`src/hw/rtl/amms_pkg.sv`:
```
// Shared constants and width helpers for the audio min/max/rms summary block.
// Used by every module under hw/rtl; depends on nothing else.
package amms_pkg;

    localparam int DEF_SHORT_WINDOW      = 256;
    localparam int DEF_LONG_WINDOW       = 65536;
    localparam int DEF_MAX_BLOCK_SAMPLES = 1048576;
    localparam int DEF_SAMPLE_BITS       = 16;

    localparam int SUM_LIMIT   = 64;
    localparam int MAX_PUSH    = 3;
    localparam int QUEUE_DEPTH = 8;
    localparam int QUEUE_PW    = $clog2(QUEUE_DEPTH);
    localparam int QUEUE_CW    = $clog2(QUEUE_DEPTH + 1);

    localparam logic [1:0] LEVEL_SHORT = 2'd0;
    localparam logic [1:0] LEVEL_LONG  = 2'd1;
    localparam logic [1:0] LEVEL_BLOCK = 2'd2;

    function automatic int sum_width(input int sample_bits, input int max_block);
        int need;
        need = 2 * sample_bits - 2 + $clog2(max_block + 1);
        return (need > SUM_LIMIT) ? SUM_LIMIT : need;
    endfunction

    function automatic int count_width(input int short_win, input int long_win,
                                       input int max_block);
        int m;
        m = short_win;
        if (long_win > m) begin
            m = long_win;
        end
        if (max_block > m) begin
            m = max_block;
        end
        return $clog2(m + 1);
    endfunction

    function automatic int job_width(input int sample_bits, input int short_win,
                                     input int long_win, input int max_block);
        return 2 + 2 * sample_bits + sum_width(sample_bits, max_block)
               + count_width(short_win, long_win, max_block) + 1;
    endfunction

endpackage

```
`src/hw/rtl/amms_front.sv`:
```
// Front end: takes samples, squares them and keeps min, max and sum of squares
// for the short window, the long window and the block. Uses amms_pkg.
module amms_front
    import amms_pkg::*;
#(
    parameter int SHORT_WINDOW      = DEF_SHORT_WINDOW,
    parameter int LONG_WINDOW       = DEF_LONG_WINDOW,
    parameter int MAX_BLOCK_SAMPLES = DEF_MAX_BLOCK_SAMPLES,
    parameter int SAMPLE_BITS       = DEF_SAMPLE_BITS,
    parameter int JOB_W = job_width(SAMPLE_BITS, SHORT_WINDOW, LONG_WINDOW,
                                    MAX_BLOCK_SAMPLES)
) (
    input  logic                                 aclk,
    input  logic                                 aresetn,
    input  logic                                 s_valid,
    output logic                                 s_ready,
    input  logic signed [SAMPLE_BITS-1:0]        s_sample,
    input  logic                                 s_block_end,
    input  logic [QUEUE_CW-1:0]                  q_used,
    output logic [MAX_PUSH-1:0]                  push_en,
    output logic [MAX_PUSH-1:0][JOB_W-1:0]       push_data
);

    localparam int SUM_W = sum_width(SAMPLE_BITS, MAX_BLOCK_SAMPLES);
    localparam int CNT_W = count_width(SHORT_WINDOW, LONG_WINDOW, MAX_BLOCK_SAMPLES);
    localparam int SQ_W  = 2 * SAMPLE_BITS;
    localparam int SC_W  = $clog2(SHORT_WINDOW + 1);
    localparam int LC_W  = $clog2(LONG_WINDOW + 1);
    localparam int BC_W  = $clog2(MAX_BLOCK_SAMPLES + 1);
    localparam logic [SC_W-1:0] SHORT_LAST = SC_W'(SHORT_WINDOW);
    localparam logic [LC_W-1:0] LONG_LAST  = LC_W'(LONG_WINDOW);
    localparam logic [BC_W-1:0] BLOCK_LAST = BC_W'(MAX_BLOCK_SAMPLES);
    localparam logic [QUEUE_CW-1:0] READY_LIMIT = QUEUE_CW'(QUEUE_DEPTH - 2 * MAX_PUSH);

    function automatic logic [SUM_W-1:0] sat_add(input logic [SUM_W-1:0] acc,
                                                 input logic [SQ_W-1:0] sq);
        logic [SUM_W:0] t;
        t = {1'b0, acc} + (SUM_W + 1)'(sq);
        return t[SUM_W] ? {SUM_W{1'b1}} : t[SUM_W-1:0];
    endfunction

    logic                          s1_valid_reg;
    logic signed [SAMPLE_BITS-1:0] s1_sample_reg;
    logic [SQ_W-1:0]               s1_sq_reg;
    logic                          s1_end_reg;
    logic signed [SQ_W-1:0]        product;

    logic [SC_W-1:0] short_cnt_reg, short_inc, short_cnt_next;
    logic [LC_W-1:0] long_cnt_reg, long_inc, long_cnt_next;
    logic [BC_W-1:0] block_cnt_reg, block_inc, block_cnt_next;

    logic signed [SAMPLE_BITS-1:0] short_min_reg, short_max_reg, short_min_next, short_max_next;
    logic signed [SAMPLE_BITS-1:0] long_min_reg, long_max_reg, long_min_next, long_max_next;
    logic signed [SAMPLE_BITS-1:0] block_min_reg, block_max_reg, block_min_next, block_max_next;
    logic [SUM_W-1:0] short_sum_reg, long_sum_reg, block_sum_reg;
    logic [SUM_W-1:0] short_sum_next, long_sum_next, block_sum_next;

    logic blk_end, emit_short, emit_long, emit_block;

    assign product = s_sample * s_sample;
    assign s_ready = (q_used <= READY_LIMIT);

    always_ff @(posedge aclk) begin
        if (!aresetn) begin
            s1_valid_reg <= 1'b0;
        end else begin
            s1_valid_reg <= s_valid && s_ready;
        end
        if (s_valid && s_ready) begin
            s1_sample_reg <= s_sample;
            s1_sq_reg     <= $unsigned(product);
            s1_end_reg    <= s_block_end;
        end
    end

    always_comb begin
        short_inc = short_cnt_reg + SC_W'(1);
        long_inc  = long_cnt_reg + LC_W'(1);
        block_inc = block_cnt_reg + BC_W'(1);

        short_min_next = (short_cnt_reg == '0 || s1_sample_reg < short_min_reg)
                         ? s1_sample_reg : short_min_reg;
        short_max_next = (short_cnt_reg == '0 || s1_sample_reg > short_max_reg)
                         ? s1_sample_reg : short_max_reg;
        short_sum_next = (short_cnt_reg == '0) ? SUM_W'(s1_sq_reg)
                         : sat_add(short_sum_reg, s1_sq_reg);

        long_min_next = (long_cnt_reg == '0 || s1_sample_reg < long_min_reg)
                        ? s1_sample_reg : long_min_reg;
        long_max_next = (long_cnt_reg == '0 || s1_sample_reg > long_max_reg)
                        ? s1_sample_reg : long_max_reg;
        long_sum_next = (long_cnt_reg == '0) ? SUM_W'(s1_sq_reg)
                        : sat_add(long_sum_reg, s1_sq_reg);

        block_min_next = (block_cnt_reg == '0 || s1_sample_reg < block_min_reg)
                         ? s1_sample_reg : block_min_reg;
        block_max_next = (block_cnt_reg == '0 || s1_sample_reg > block_max_reg)
                         ? s1_sample_reg : block_max_reg;
        block_sum_next = (block_cnt_reg == '0) ? SUM_W'(s1_sq_reg)
                         : sat_add(block_sum_reg, s1_sq_reg);

        blk_end    = s1_end_reg || (block_inc == BLOCK_LAST);
        emit_short = (short_inc == SHORT_LAST) || blk_end;
        emit_long  = (long_inc == LONG_LAST) || blk_end;
        emit_block = blk_end;

        short_cnt_next = emit_short ? '0 : short_inc;
        long_cnt_next  = emit_long ? '0 : long_inc;
        block_cnt_next = emit_block ? '0 : block_inc;

        push_en = s1_valid_reg ? {emit_block, emit_long, emit_short} : '0;
        push_data[0] = {LEVEL_SHORT, short_min_next, short_max_next, short_sum_next,
                        CNT_W'(short_inc), !emit_long && !emit_block};
        push_data[1] = {LEVEL_LONG, long_min_next, long_max_next, long_sum_next,
                        CNT_W'(long_inc), !emit_block};
        push_data[2] = {LEVEL_BLOCK, block_min_next, block_max_next, block_sum_next,
                        CNT_W'(block_inc), 1'b1};
    end

    always_ff @(posedge aclk) begin
        if (!aresetn) begin
            short_cnt_reg <= '0;
            long_cnt_reg  <= '0;
            block_cnt_reg <= '0;
        end else if (s1_valid_reg) begin
            short_cnt_reg <= short_cnt_next;
            long_cnt_reg  <= long_cnt_next;
            block_cnt_reg <= block_cnt_next;
        end
        if (s1_valid_reg) begin
            short_min_reg <= short_min_next;
            short_max_reg <= short_max_next;
            short_sum_reg <= short_sum_next;
            long_min_reg  <= long_min_next;
            long_max_reg  <= long_max_next;
            long_sum_reg  <= long_sum_next;
            block_min_reg <= block_min_next;
            block_max_reg <= block_max_next;
            block_sum_reg <= block_sum_next;
        end
    end

    a_short_below_window: assert property (@(posedge aclk) disable iff (!aresetn)
        short_cnt_reg != SHORT_LAST)
        else $error("short window count reached the window length");

    a_end_emits_all: assert property (@(posedge aclk) disable iff (!aresetn)
        (s1_valid_reg && blk_end) |-> (push_en == {MAX_PUSH{1'b1}}))
        else $error("block end did not close every span");

endmodule

```
`src/hw/rtl/amms_queue.sv`:
```
// Job queue between front and back end; takes up to three jobs a cycle in order.
// Uses amms_pkg for its depth and push width.
module amms_queue
    import amms_pkg::*;
#(
    parameter int DATA_W = 8
) (
    input  logic                             aclk,
    input  logic                             aresetn,
    input  logic [MAX_PUSH-1:0]              push_en,
    input  logic [MAX_PUSH-1:0][DATA_W-1:0]  push_data,
    output logic [QUEUE_CW-1:0]              used,
    output logic                             pop_valid,
    input  logic                             pop_ready,
    output logic [DATA_W-1:0]                pop_data
);

    logic [DATA_W-1:0]   mem_reg [QUEUE_DEPTH];
    logic [QUEUE_PW-1:0] wr_reg, rd_reg;
    logic [QUEUE_CW-1:0] used_reg;
    logic [QUEUE_PW-1:0] pos [MAX_PUSH];
    logic [QUEUE_CW-1:0] npush;
    logic                pop;

    always_comb begin
        pos[0] = wr_reg;
        npush  = QUEUE_CW'(push_en[0]);
        for (int i = 1; i < MAX_PUSH; i++) begin
            pos[i] = pos[i-1] + QUEUE_PW'(push_en[i-1]);
            npush  = npush + QUEUE_CW'(push_en[i]);
        end
    end

    assign used      = used_reg;
    assign pop_valid = (used_reg != '0);
    assign pop       = pop_valid && pop_ready;
    assign pop_data  = mem_reg[rd_reg];

    always_ff @(posedge aclk) begin
        if (!aresetn) begin
            wr_reg   <= '0;
            rd_reg   <= '0;
            used_reg <= '0;
        end else begin
            wr_reg   <= wr_reg + QUEUE_PW'(npush);
            rd_reg   <= rd_reg + QUEUE_PW'(pop);
            used_reg <= used_reg + npush - QUEUE_CW'(pop);
        end
        for (int i = 0; i < MAX_PUSH; i++) begin
            if (push_en[i]) begin
                mem_reg[pos[i]] <= push_data[i];
            end
        end
    end

    a_no_overflow: assert property (@(posedge aclk) disable iff (!aresetn)
        (int'(used_reg) + int'(npush)) <= QUEUE_DEPTH)
        else $error("job queue overflow");

endmodule

```
`src/hw/rtl/amms_back.sv`:
```
// Back end: divides each span's sum of squares by its count, takes the integer
// square root one bit a cycle and holds the result. Uses amms_pkg.
module amms_back
    import amms_pkg::*;
#(
    parameter int SHORT_WINDOW      = DEF_SHORT_WINDOW,
    parameter int LONG_WINDOW       = DEF_LONG_WINDOW,
    parameter int MAX_BLOCK_SAMPLES = DEF_MAX_BLOCK_SAMPLES,
    parameter int SAMPLE_BITS       = DEF_SAMPLE_BITS,
    parameter int JOB_W = job_width(SAMPLE_BITS, SHORT_WINDOW, LONG_WINDOW,
                                    MAX_BLOCK_SAMPLES)
) (
    input  logic                          aclk,
    input  logic                          aresetn,
    input  logic                          pop_valid,
    output logic                          pop_ready,
    input  logic [JOB_W-1:0]              pop_data,
    output logic                          m_valid,
    input  logic                          m_ready,
    output logic [1:0]                    m_level,
    output logic signed [SAMPLE_BITS-1:0] m_min_value,
    output logic signed [SAMPLE_BITS-1:0] m_max_value,
    output logic [SAMPLE_BITS-1:0]        m_rms_value,
    output logic                          m_final_res
);

    localparam int SUM_W  = sum_width(SAMPLE_BITS, MAX_BLOCK_SAMPLES);
    localparam int CNT_W  = count_width(SHORT_WINDOW, LONG_WINDOW, MAX_BLOCK_SAMPLES);
    localparam int X_W    = 2 * SAMPLE_BITS;
    localparam int SR_W   = SAMPLE_BITS + 2;
    localparam int STEP_W = $clog2(SUM_W + 1);

    localparam logic [1:0] ST_IDLE = 2'd0;
    localparam logic [1:0] ST_DIV  = 2'd1;
    localparam logic [1:0] ST_SQRT = 2'd2;
    localparam logic [1:0] ST_HOLD = 2'd3;

    logic [1:0]                    j_level;
    logic signed [SAMPLE_BITS-1:0] j_min, j_max;
    logic [SUM_W-1:0]              j_sum;
    logic [CNT_W-1:0]              j_cnt;
    logic                          j_final;

    logic [1:0]                    state_reg;
    logic [STEP_W-1:0]             step_reg;
    logic [1:0]                    level_reg;
    logic signed [SAMPLE_BITS-1:0] min_reg, max_reg;
    logic                          final_reg;
    logic [CNT_W-1:0]              cnt_reg, rem_reg, rem_next;
    logic [SUM_W-1:0]              quo_reg, quo_next;
    logic [CNT_W:0]                d_trial;
    logic                          d_ge;
    logic [X_W-1:0]                x_reg;
    logic [SAMPLE_BITS-1:0]        root_reg, root_next;
    logic [SR_W-1:0]               srem_reg, srem_next;
    logic [SR_W+1:0]               s_shift, s_trial;
    logic                          s_ge;
    logic                          out_load;

    logic                          m_valid_reg, m_final_reg;
    logic [1:0]                    m_level_reg;
    logic signed [SAMPLE_BITS-1:0] m_min_reg, m_max_reg;
    logic [SAMPLE_BITS-1:0]        m_rms_reg;

    assign {j_level, j_min, j_max, j_sum, j_cnt, j_final} = pop_data;
    assign pop_ready = (state_reg == ST_IDLE);
    assign out_load  = (state_reg == ST_HOLD) && (!m_valid_reg || m_ready);

    always_comb begin
        d_trial  = {rem_reg, quo_reg[SUM_W-1]};
        d_ge     = (d_trial >= {1'b0, cnt_reg});
        rem_next = d_ge ? CNT_W'(d_trial - {1'b0, cnt_reg}) : d_trial[CNT_W-1:0];
        quo_next = {quo_reg[SUM_W-2:0], d_ge};

        s_shift   = {srem_reg, x_reg[X_W-1 -: 2]};
        s_trial   = (SR_W + 2)'({root_reg, 2'b01});
        s_ge      = (s_shift >= s_trial);
        srem_next = s_ge ? SR_W'(s_shift - s_trial) : SR_W'(s_shift);
        root_next = {root_reg[SAMPLE_BITS-2:0], s_ge};
    end

    always_ff @(posedge aclk) begin
        if (!aresetn) begin
            state_reg <= ST_IDLE;
        end else begin
            unique case (state_reg)
                ST_IDLE: begin
                    if (pop_valid) begin
                        state_reg <= ST_DIV;
                    end
                end
                ST_DIV: begin
                    if (step_reg == STEP_W'(1)) begin
                        state_reg <= ST_SQRT;
                    end
                end
                ST_SQRT: begin
                    if (step_reg == STEP_W'(1)) begin
                        state_reg <= ST_HOLD;
                    end
                end
                ST_HOLD: begin
                    if (out_load) begin
                        state_reg <= ST_IDLE;
                    end
                end
                default: begin
                    state_reg <= ST_IDLE;
                end
            endcase
        end

        unique case (state_reg)
            ST_IDLE: begin
                level_reg <= j_level;
                min_reg   <= j_min;
                max_reg   <= j_max;
                final_reg <= j_final;
                cnt_reg   <= j_cnt;
                quo_reg   <= j_sum;
                rem_reg   <= '0;
                step_reg  <= STEP_W'(SUM_W);
            end
            ST_DIV: begin
                quo_reg  <= quo_next;
                rem_reg  <= rem_next;
                step_reg <= step_reg - STEP_W'(1);
                if (step_reg == STEP_W'(1)) begin
                    x_reg    <= quo_next[X_W-1:0];
                    root_reg <= '0;
                    srem_reg <= '0;
                    step_reg <= STEP_W'(SAMPLE_BITS);
                end
            end
            ST_SQRT: begin
                x_reg    <= {x_reg[X_W-3:0], 2'b00};
                root_reg <= root_next;
                srem_reg <= srem_next;
                step_reg <= step_reg - STEP_W'(1);
            end
            ST_HOLD: begin
            end
            default: begin
            end
        endcase
    end

    always_ff @(posedge aclk) begin
        if (!aresetn) begin
            m_valid_reg <= 1'b0;
        end else if (out_load) begin
            m_valid_reg <= 1'b1;
        end else if (m_ready) begin
            m_valid_reg <= 1'b0;
        end
        if (out_load) begin
            m_level_reg <= level_reg;
            m_min_reg   <= min_reg;
            m_max_reg   <= max_reg;
            m_rms_reg   <= root_reg;
            m_final_reg <= final_reg;
        end
    end

    assign m_valid     = m_valid_reg;
    assign m_level     = m_level_reg;
    assign m_min_value = m_min_reg;
    assign m_max_value = m_max_reg;
    assign m_rms_value = m_rms_reg;
    assign m_final_res = m_final_reg;

    a_mean_fits_root: assert property (@(posedge aclk) disable iff (!aresetn)
        (state_reg == ST_DIV && step_reg == STEP_W'(1)) |-> (quo_next[SUM_W-1:X_W] == '0))
        else $error("mean of squares wider than the root input");

endmodule

```
`src/hw/rtl/audio_min_max_rms_summary.sv`:
```
// Top level of the audio min/max/rms summary block.
// Instantiates amms_front, amms_queue and amms_back; uses amms_pkg.
//
// Samples enter on the s_ channel (s_sample, s_block_end) with valid/ready and
// results leave on the m_ channel with valid/ready. Each accepted sample is
// squared in one register stage and then folded into the short window, long
// window and block accumulators. A span that closes puts a job in an
// eight-entry queue; a block end or the block length limit closes all three.
// The back end serves one job at a time: it takes the job while idle, divides
// the sum of squares by the sample count one quotient bit per cycle, takes the
// square root one root bit per cycle and then loads the output register.
// Samples are taken one per cycle while at most two jobs wait in the queue;
// with more waiting, s_ready falls until the back end catches up. A stalled
// receiver holds the output register and the back end, and the front keeps
// taking samples while at most two jobs wait. Reset clears the counts, the queue
// and the output valid; no storage needs a clearing pass.
module audio_min_max_rms_summary
    import amms_pkg::*;
#(
    parameter int SHORT_WINDOW      = DEF_SHORT_WINDOW,
    parameter int LONG_WINDOW       = DEF_LONG_WINDOW,
    parameter int MAX_BLOCK_SAMPLES = DEF_MAX_BLOCK_SAMPLES,
    parameter int SAMPLE_BITS       = DEF_SAMPLE_BITS
) (
    input  logic                          aclk,
    input  logic                          aresetn,
    input  logic                          s_valid,
    output logic                          s_ready,
    input  logic signed [SAMPLE_BITS-1:0] s_sample,
    input  logic                          s_block_end,
    output logic                          m_valid,
    input  logic                          m_ready,
    output logic [1:0]                    m_level,
    output logic signed [SAMPLE_BITS-1:0] m_min_value,
    output logic signed [SAMPLE_BITS-1:0] m_max_value,
    output logic [SAMPLE_BITS-1:0]        m_rms_value,
    output logic                          m_final_res
);

    localparam int JOB_W = job_width(SAMPLE_BITS, SHORT_WINDOW, LONG_WINDOW,
                                     MAX_BLOCK_SAMPLES);

    logic [QUEUE_CW-1:0]            q_used;
    logic [MAX_PUSH-1:0]            push_en;
    logic [MAX_PUSH-1:0][JOB_W-1:0] push_data;
    logic                           pop_valid, pop_ready;
    logic [JOB_W-1:0]               pop_data;

    amms_front #(
        .SHORT_WINDOW      (SHORT_WINDOW),
        .LONG_WINDOW       (LONG_WINDOW),
        .MAX_BLOCK_SAMPLES (MAX_BLOCK_SAMPLES),
        .SAMPLE_BITS       (SAMPLE_BITS),
        .JOB_W             (JOB_W)
    ) u_front (
        .aclk        (aclk),
        .aresetn     (aresetn),
        .s_valid     (s_valid),
        .s_ready     (s_ready),
        .s_sample    (s_sample),
        .s_block_end (s_block_end),
        .q_used      (q_used),
        .push_en     (push_en),
        .push_data   (push_data)
    );

    amms_queue #(
        .DATA_W (JOB_W)
    ) u_queue (
        .aclk      (aclk),
        .aresetn   (aresetn),
        .push_en   (push_en),
        .push_data (push_data),
        .used      (q_used),
        .pop_valid (pop_valid),
        .pop_ready (pop_ready),
        .pop_data  (pop_data)
    );

    amms_back #(
        .SHORT_WINDOW      (SHORT_WINDOW),
        .LONG_WINDOW       (LONG_WINDOW),
        .MAX_BLOCK_SAMPLES (MAX_BLOCK_SAMPLES),
        .SAMPLE_BITS       (SAMPLE_BITS),
        .JOB_W             (JOB_W)
    ) u_back (
        .aclk        (aclk),
        .aresetn     (aresetn),
        .pop_valid   (pop_valid),
        .pop_ready   (pop_ready),
        .pop_data    (pop_data),
        .m_valid     (m_valid),
        .m_ready     (m_ready),
        .m_level     (m_level),
        .m_min_value (m_min_value),
        .m_max_value (m_max_value),
        .m_rms_value (m_rms_value),
        .m_final_res (m_final_res)
    );

endmodule
```
`config.mk`:
```
export PLATFORM = sky130hd
export DESIGN_NAME = audio_min_max_rms_summary
export DESIGN_NICKNAME = d
export VERILOG_FILES = /design/src/hw/rtl/amms_pkg.sv /design/src/hw/rtl/amms_front.sv /design/src/hw/rtl/amms_queue.sv /design/src/hw/rtl/amms_back.sv /design/src/hw/rtl/audio_min_max_rms_summary.sv
export SDC_FILE = /design/constraint.sdc
export NUM_CORES = 2
export LEC_CHECK = 0
export BUFFER_PORTS_ARGS = -buffer_cell sky130_fd_sc_hd__buf_2
export CAP_MARGIN = 15
export CORE_MARGIN = 4
export CORE_UTILIZATION = 65
export CTS_CLUSTER_SIZE = 16
export DETAILED_ROUTE_END_ITERATION = 6
export PLACE_DENSITY = 0.85
export SYNTH_ARGS = -nofsm -noshare
export SYNTH_HDL_FRONTEND = slang
export SYNTH_SLANG_ARGS = --single-unit
export TNS_END_PERCENT = 10
```
`constraint.sdc`:
```
create_clock -name aclk -period 16.5 [get_ports aclk]
set_clock_uncertainty 0.2 [all_clocks]
set_input_delay 0.825 -clock aclk [delete_from_list [all_inputs] [get_ports aclk]]
set_output_delay 0.825 -clock aclk [all_outputs]
set_load 0.005 [all_outputs]
```
==> flow_summary.yaml <==
outcome:
  status: "finished with violations"
  violations: "design-rule violations"
synthesis:
  synth_seq_area_share: 0.4688
  avgSynthCellArea_um2: 10.37
  synth_area_leaders: "edfxtp_1 45%, a21oi_1 5.6%, mux4_2 5.2%"
  ys_warn_count: 0
  ys.flop_type: "edfxtp_1"
  syn_nets: 9469
  synth_top_cell_area_share: 0.4503
  synth_top_cell_by_area: "edfxtp_1"
  synth.ff_latch_count: 1464
  netlist_top_cells_count: "1379 x edfxtp_1, 1277 x nand2_1, 1028 x a21oi_1"
  async_reset_ff_frac: 0
  synth_edf_count: 1379
  syn_inst: 8865
  syn-cell-area_um2: 91970
  synthMostInstantiatedCell: "edfxtp_1"
  synth_cell_types: 98
route:
  ant_nets: 0
  drt_pre_antenna_iters: 7
  wl_per_cell_um: 28.30
  drtIter0Drc: 13590
  vias: 77180
  drt-total-wl_mm: 302.2
  post-route-drc-count: 137
  via_per_inst: 7.228
power_and_ir_drop:
  power_leakage_nw: 37.60
  ir_worst_vdd_uv: 190.7
  powerDensity_nw_per_um2: 190.4
timing:
  setup_violations: 0
  worst_pin_slew_ns: 1.370
  finalCritPeriodShare: 0.5392
  hold_ws_ns: 0.1122
  finalHoldViolCount: 0
  max_freq_mhz: 112.4
  slew-limit-headroom: 0.08261
  tns_ns: 0
  setup_ws_ns: 7.603
  finalCriticalPeriod_ns: 8.897
  slew_viol_final: 0
  rsz0062_at_grt: "false"
clock_tree:
  cts-root-buf: "clkbuf_16"
  cts_tree: "done"
  cts_setup_buffers: 0
  hold_buffers: 1
  h-tree-depth: 4
  cts_sinks: 1464
  clkSlewWorstSetupHoldPaths_ns: 0.06
  cts_buffers: 154
  worstSkewPairLatency_ns: 0.83
  clock_path_buffers: 3
  ctsResizeCount: 0
setup_path:
  start_kind: "flop"
  cpPeakStageDelay_ns: 1.01
  crit_chain: "ha_1, and4_1, nand2_1, xor2_1, nand2_1, nor3b_2, a41oi_4, buf_4, a21oi_1, buf_4, ha_1, ha_1, ha_1, xnor2_1, nand2_1, nor3_1, nand2_2, nand2_4, buf_4"
  critPathCaptureType: "flop"
  worstPathArrival_ns: 9.11
  critPathMaxFanout: 53
  cp.buffers_inverters: 3
  crit_type: "reg2reg"
  cp_top_family: "simple AND/OR/NAND/NOR gates"
  slowest_stage: "nand2_4"
  cpMostUsedCell: "ha_1"
  cp.required_ns: 16.71
final_layout:
  multiInputGateArea_um2: 44170
  nets: 9281
  drive_gt1_frac: 0.1013
  seq_area_um2: 43130
  syn2layout_area_growth_pct: 7.405
  largest_register_ffs: 856
  fillers: 9446
place:
  pre_cts_ws_ns: 8.017
  place_hpwl_mm: 184.8
  gp_congestion: 0.9790
  io_buffers: 73
global_route:
  antenna_found_initial: 7
  grt_max_degree: 150
  grt-ovfl-total: 0
  grt_usage: 0.4018
  grt_pass1_wl_mm: 451.4
  grt_pass1_vias: 76490
floorplan:
  pin_count: 74
  die_area_um2: 147600
  fp.coreArea_um2: 140000
  die_w_um: 384.2
  chipHeight_um: 384.2
  start_util: 0.6567
  num_rows: 137
worst_hold_path:
  worstHoldPathType: "in2reg"
job:
  drv_cap: 0
[through the flow]
| stage | power (mW) | cell area [um^2] | instances | util |
|---|---|---|---|---|
| after detailed placement | 14.89 | 93660 | 10390 | 0.6688 |
| final | 18.81 | 98780 | 10680 | 0.7053 |
| after floorplan | 12.43 | 91970 | 8865 | - |
| after global routing | 19.78 | 98770 | 10680 | 0.7053 |
| after CTS | 18.47 | 98690 | 10670 | 0.7047 |
| after global placement | 14.45 | 93650 | 10390 | 0.6687 |
[routing by layer]
layer	routed length, um	up-vias	part of all wire	GRT usage
li1	-	31690	-	-
met1	97060	35960	0.32	0.4985
met2	129400	7454	0.43	0.6000
met3	51040	2071	0.17	0.1443
met4	24670	6	0.082	0.2552
met5	28	-	0.000093	0
[cell usage in the layout (no fill, tap or decap), types with 81 or more instances in the layout]
| master | synthesis | routed |
|---|---|---|
| dfxtp_1 | 85 | 81 |
| inv_1 | 714 | 713 |
| a21oi_1 | 1028 | 1025 |
| edfxtp_1 | 1379 | 1379 |
| nand2_1 | 1277 | 1262 |
| buf_4 | 14 | 129 |
| mux2i_1 | 179 | 179 |
| fa_1 | 238 | 238 |
| clkbuf_16 | 0 | 157 |
| o22ai_1 | 103 | 103 |
| o21ai_0 | 401 | 401 |
| xor2_1 | 97 | 97 |
| mux2_2 | 92 | 92 |
| nand3_1 | 126 | 126 |
| xnor2_1 | 133 | 133 |
| o221ai_1 | 140 | 140 |
| ha_1 | 345 | 342 |
| and2_1 | 96 | 89 |
| nor2_1 | 618 | 617 |
| mux4_2 | 214 | 214 |
[logic make-up (layout without fill, tap and decap cells)]
family / Yosys count / count (layout) / synth area share
AO/OA/AOI/OAI: 2319 / 2319 / 0.1547
buffers and inverters: 1267 / 1202 / 0.05432
multiplexers: 485 / 485 / 0.08315
flip-flops: 1464 / 1464 / 0.4688
AND/OR/NAND/NOR: 2517 / 2517 / 0.1184
adder cells (fa/ha/maj): 583 / 583 / 0.09874
XOR/XNOR: 230 / 230 / 0.02190
other: 0 / 2 / 0
[layout make-up]
type | count | area share
clock inverter | 77 | 0.008765
inverter | 715 | 0.02717
sequential | 1464 | 0.4366
timing repair buffer | 208 | 0.01436
antenna | 2 | 0.00005067
clock buffer | 202 | 0.04209
tap | 1876 | 0.02376
multi-input combinational | 6134 | 0.4472
[power breakdown]
part           total [mW]  internal, mW  switching, mW  leakage (nW)
registers            5.72          5.26          0.463          13.5
logic                9.53          3.69           5.84          21.7
clock network        3.56          2.01           1.55          2.45
total                18.8          11.0           7.86          37.6
[path summary, 6_finish.rpt]
check                                                           start                              endpoint  slack [ns]  cells after the start
worst max-delay path            u_front.block_cnt_reg[0]$_SDFFE_PN0P_  u_queue.mem_reg[1][21]$_SDFFCE_PN0P_        7.60                     19
worst min-delay path                                          s_valid       u_front.s1_valid_reg$_SDFF_PN0_        0.11                      2
worst max register to register  u_front.block_cnt_reg[0]$_SDFFE_PN0P_  u_queue.mem_reg[1][21]$_SDFFCE_PN0P_        7.60                     19
worst min register to register            u_back.max_reg[3]$_DFFE_PP_       u_back.m_max_value[3]$_DFFE_PP_        0.21                      0
No activity file was read; power rests on OpenSTA's default activity.
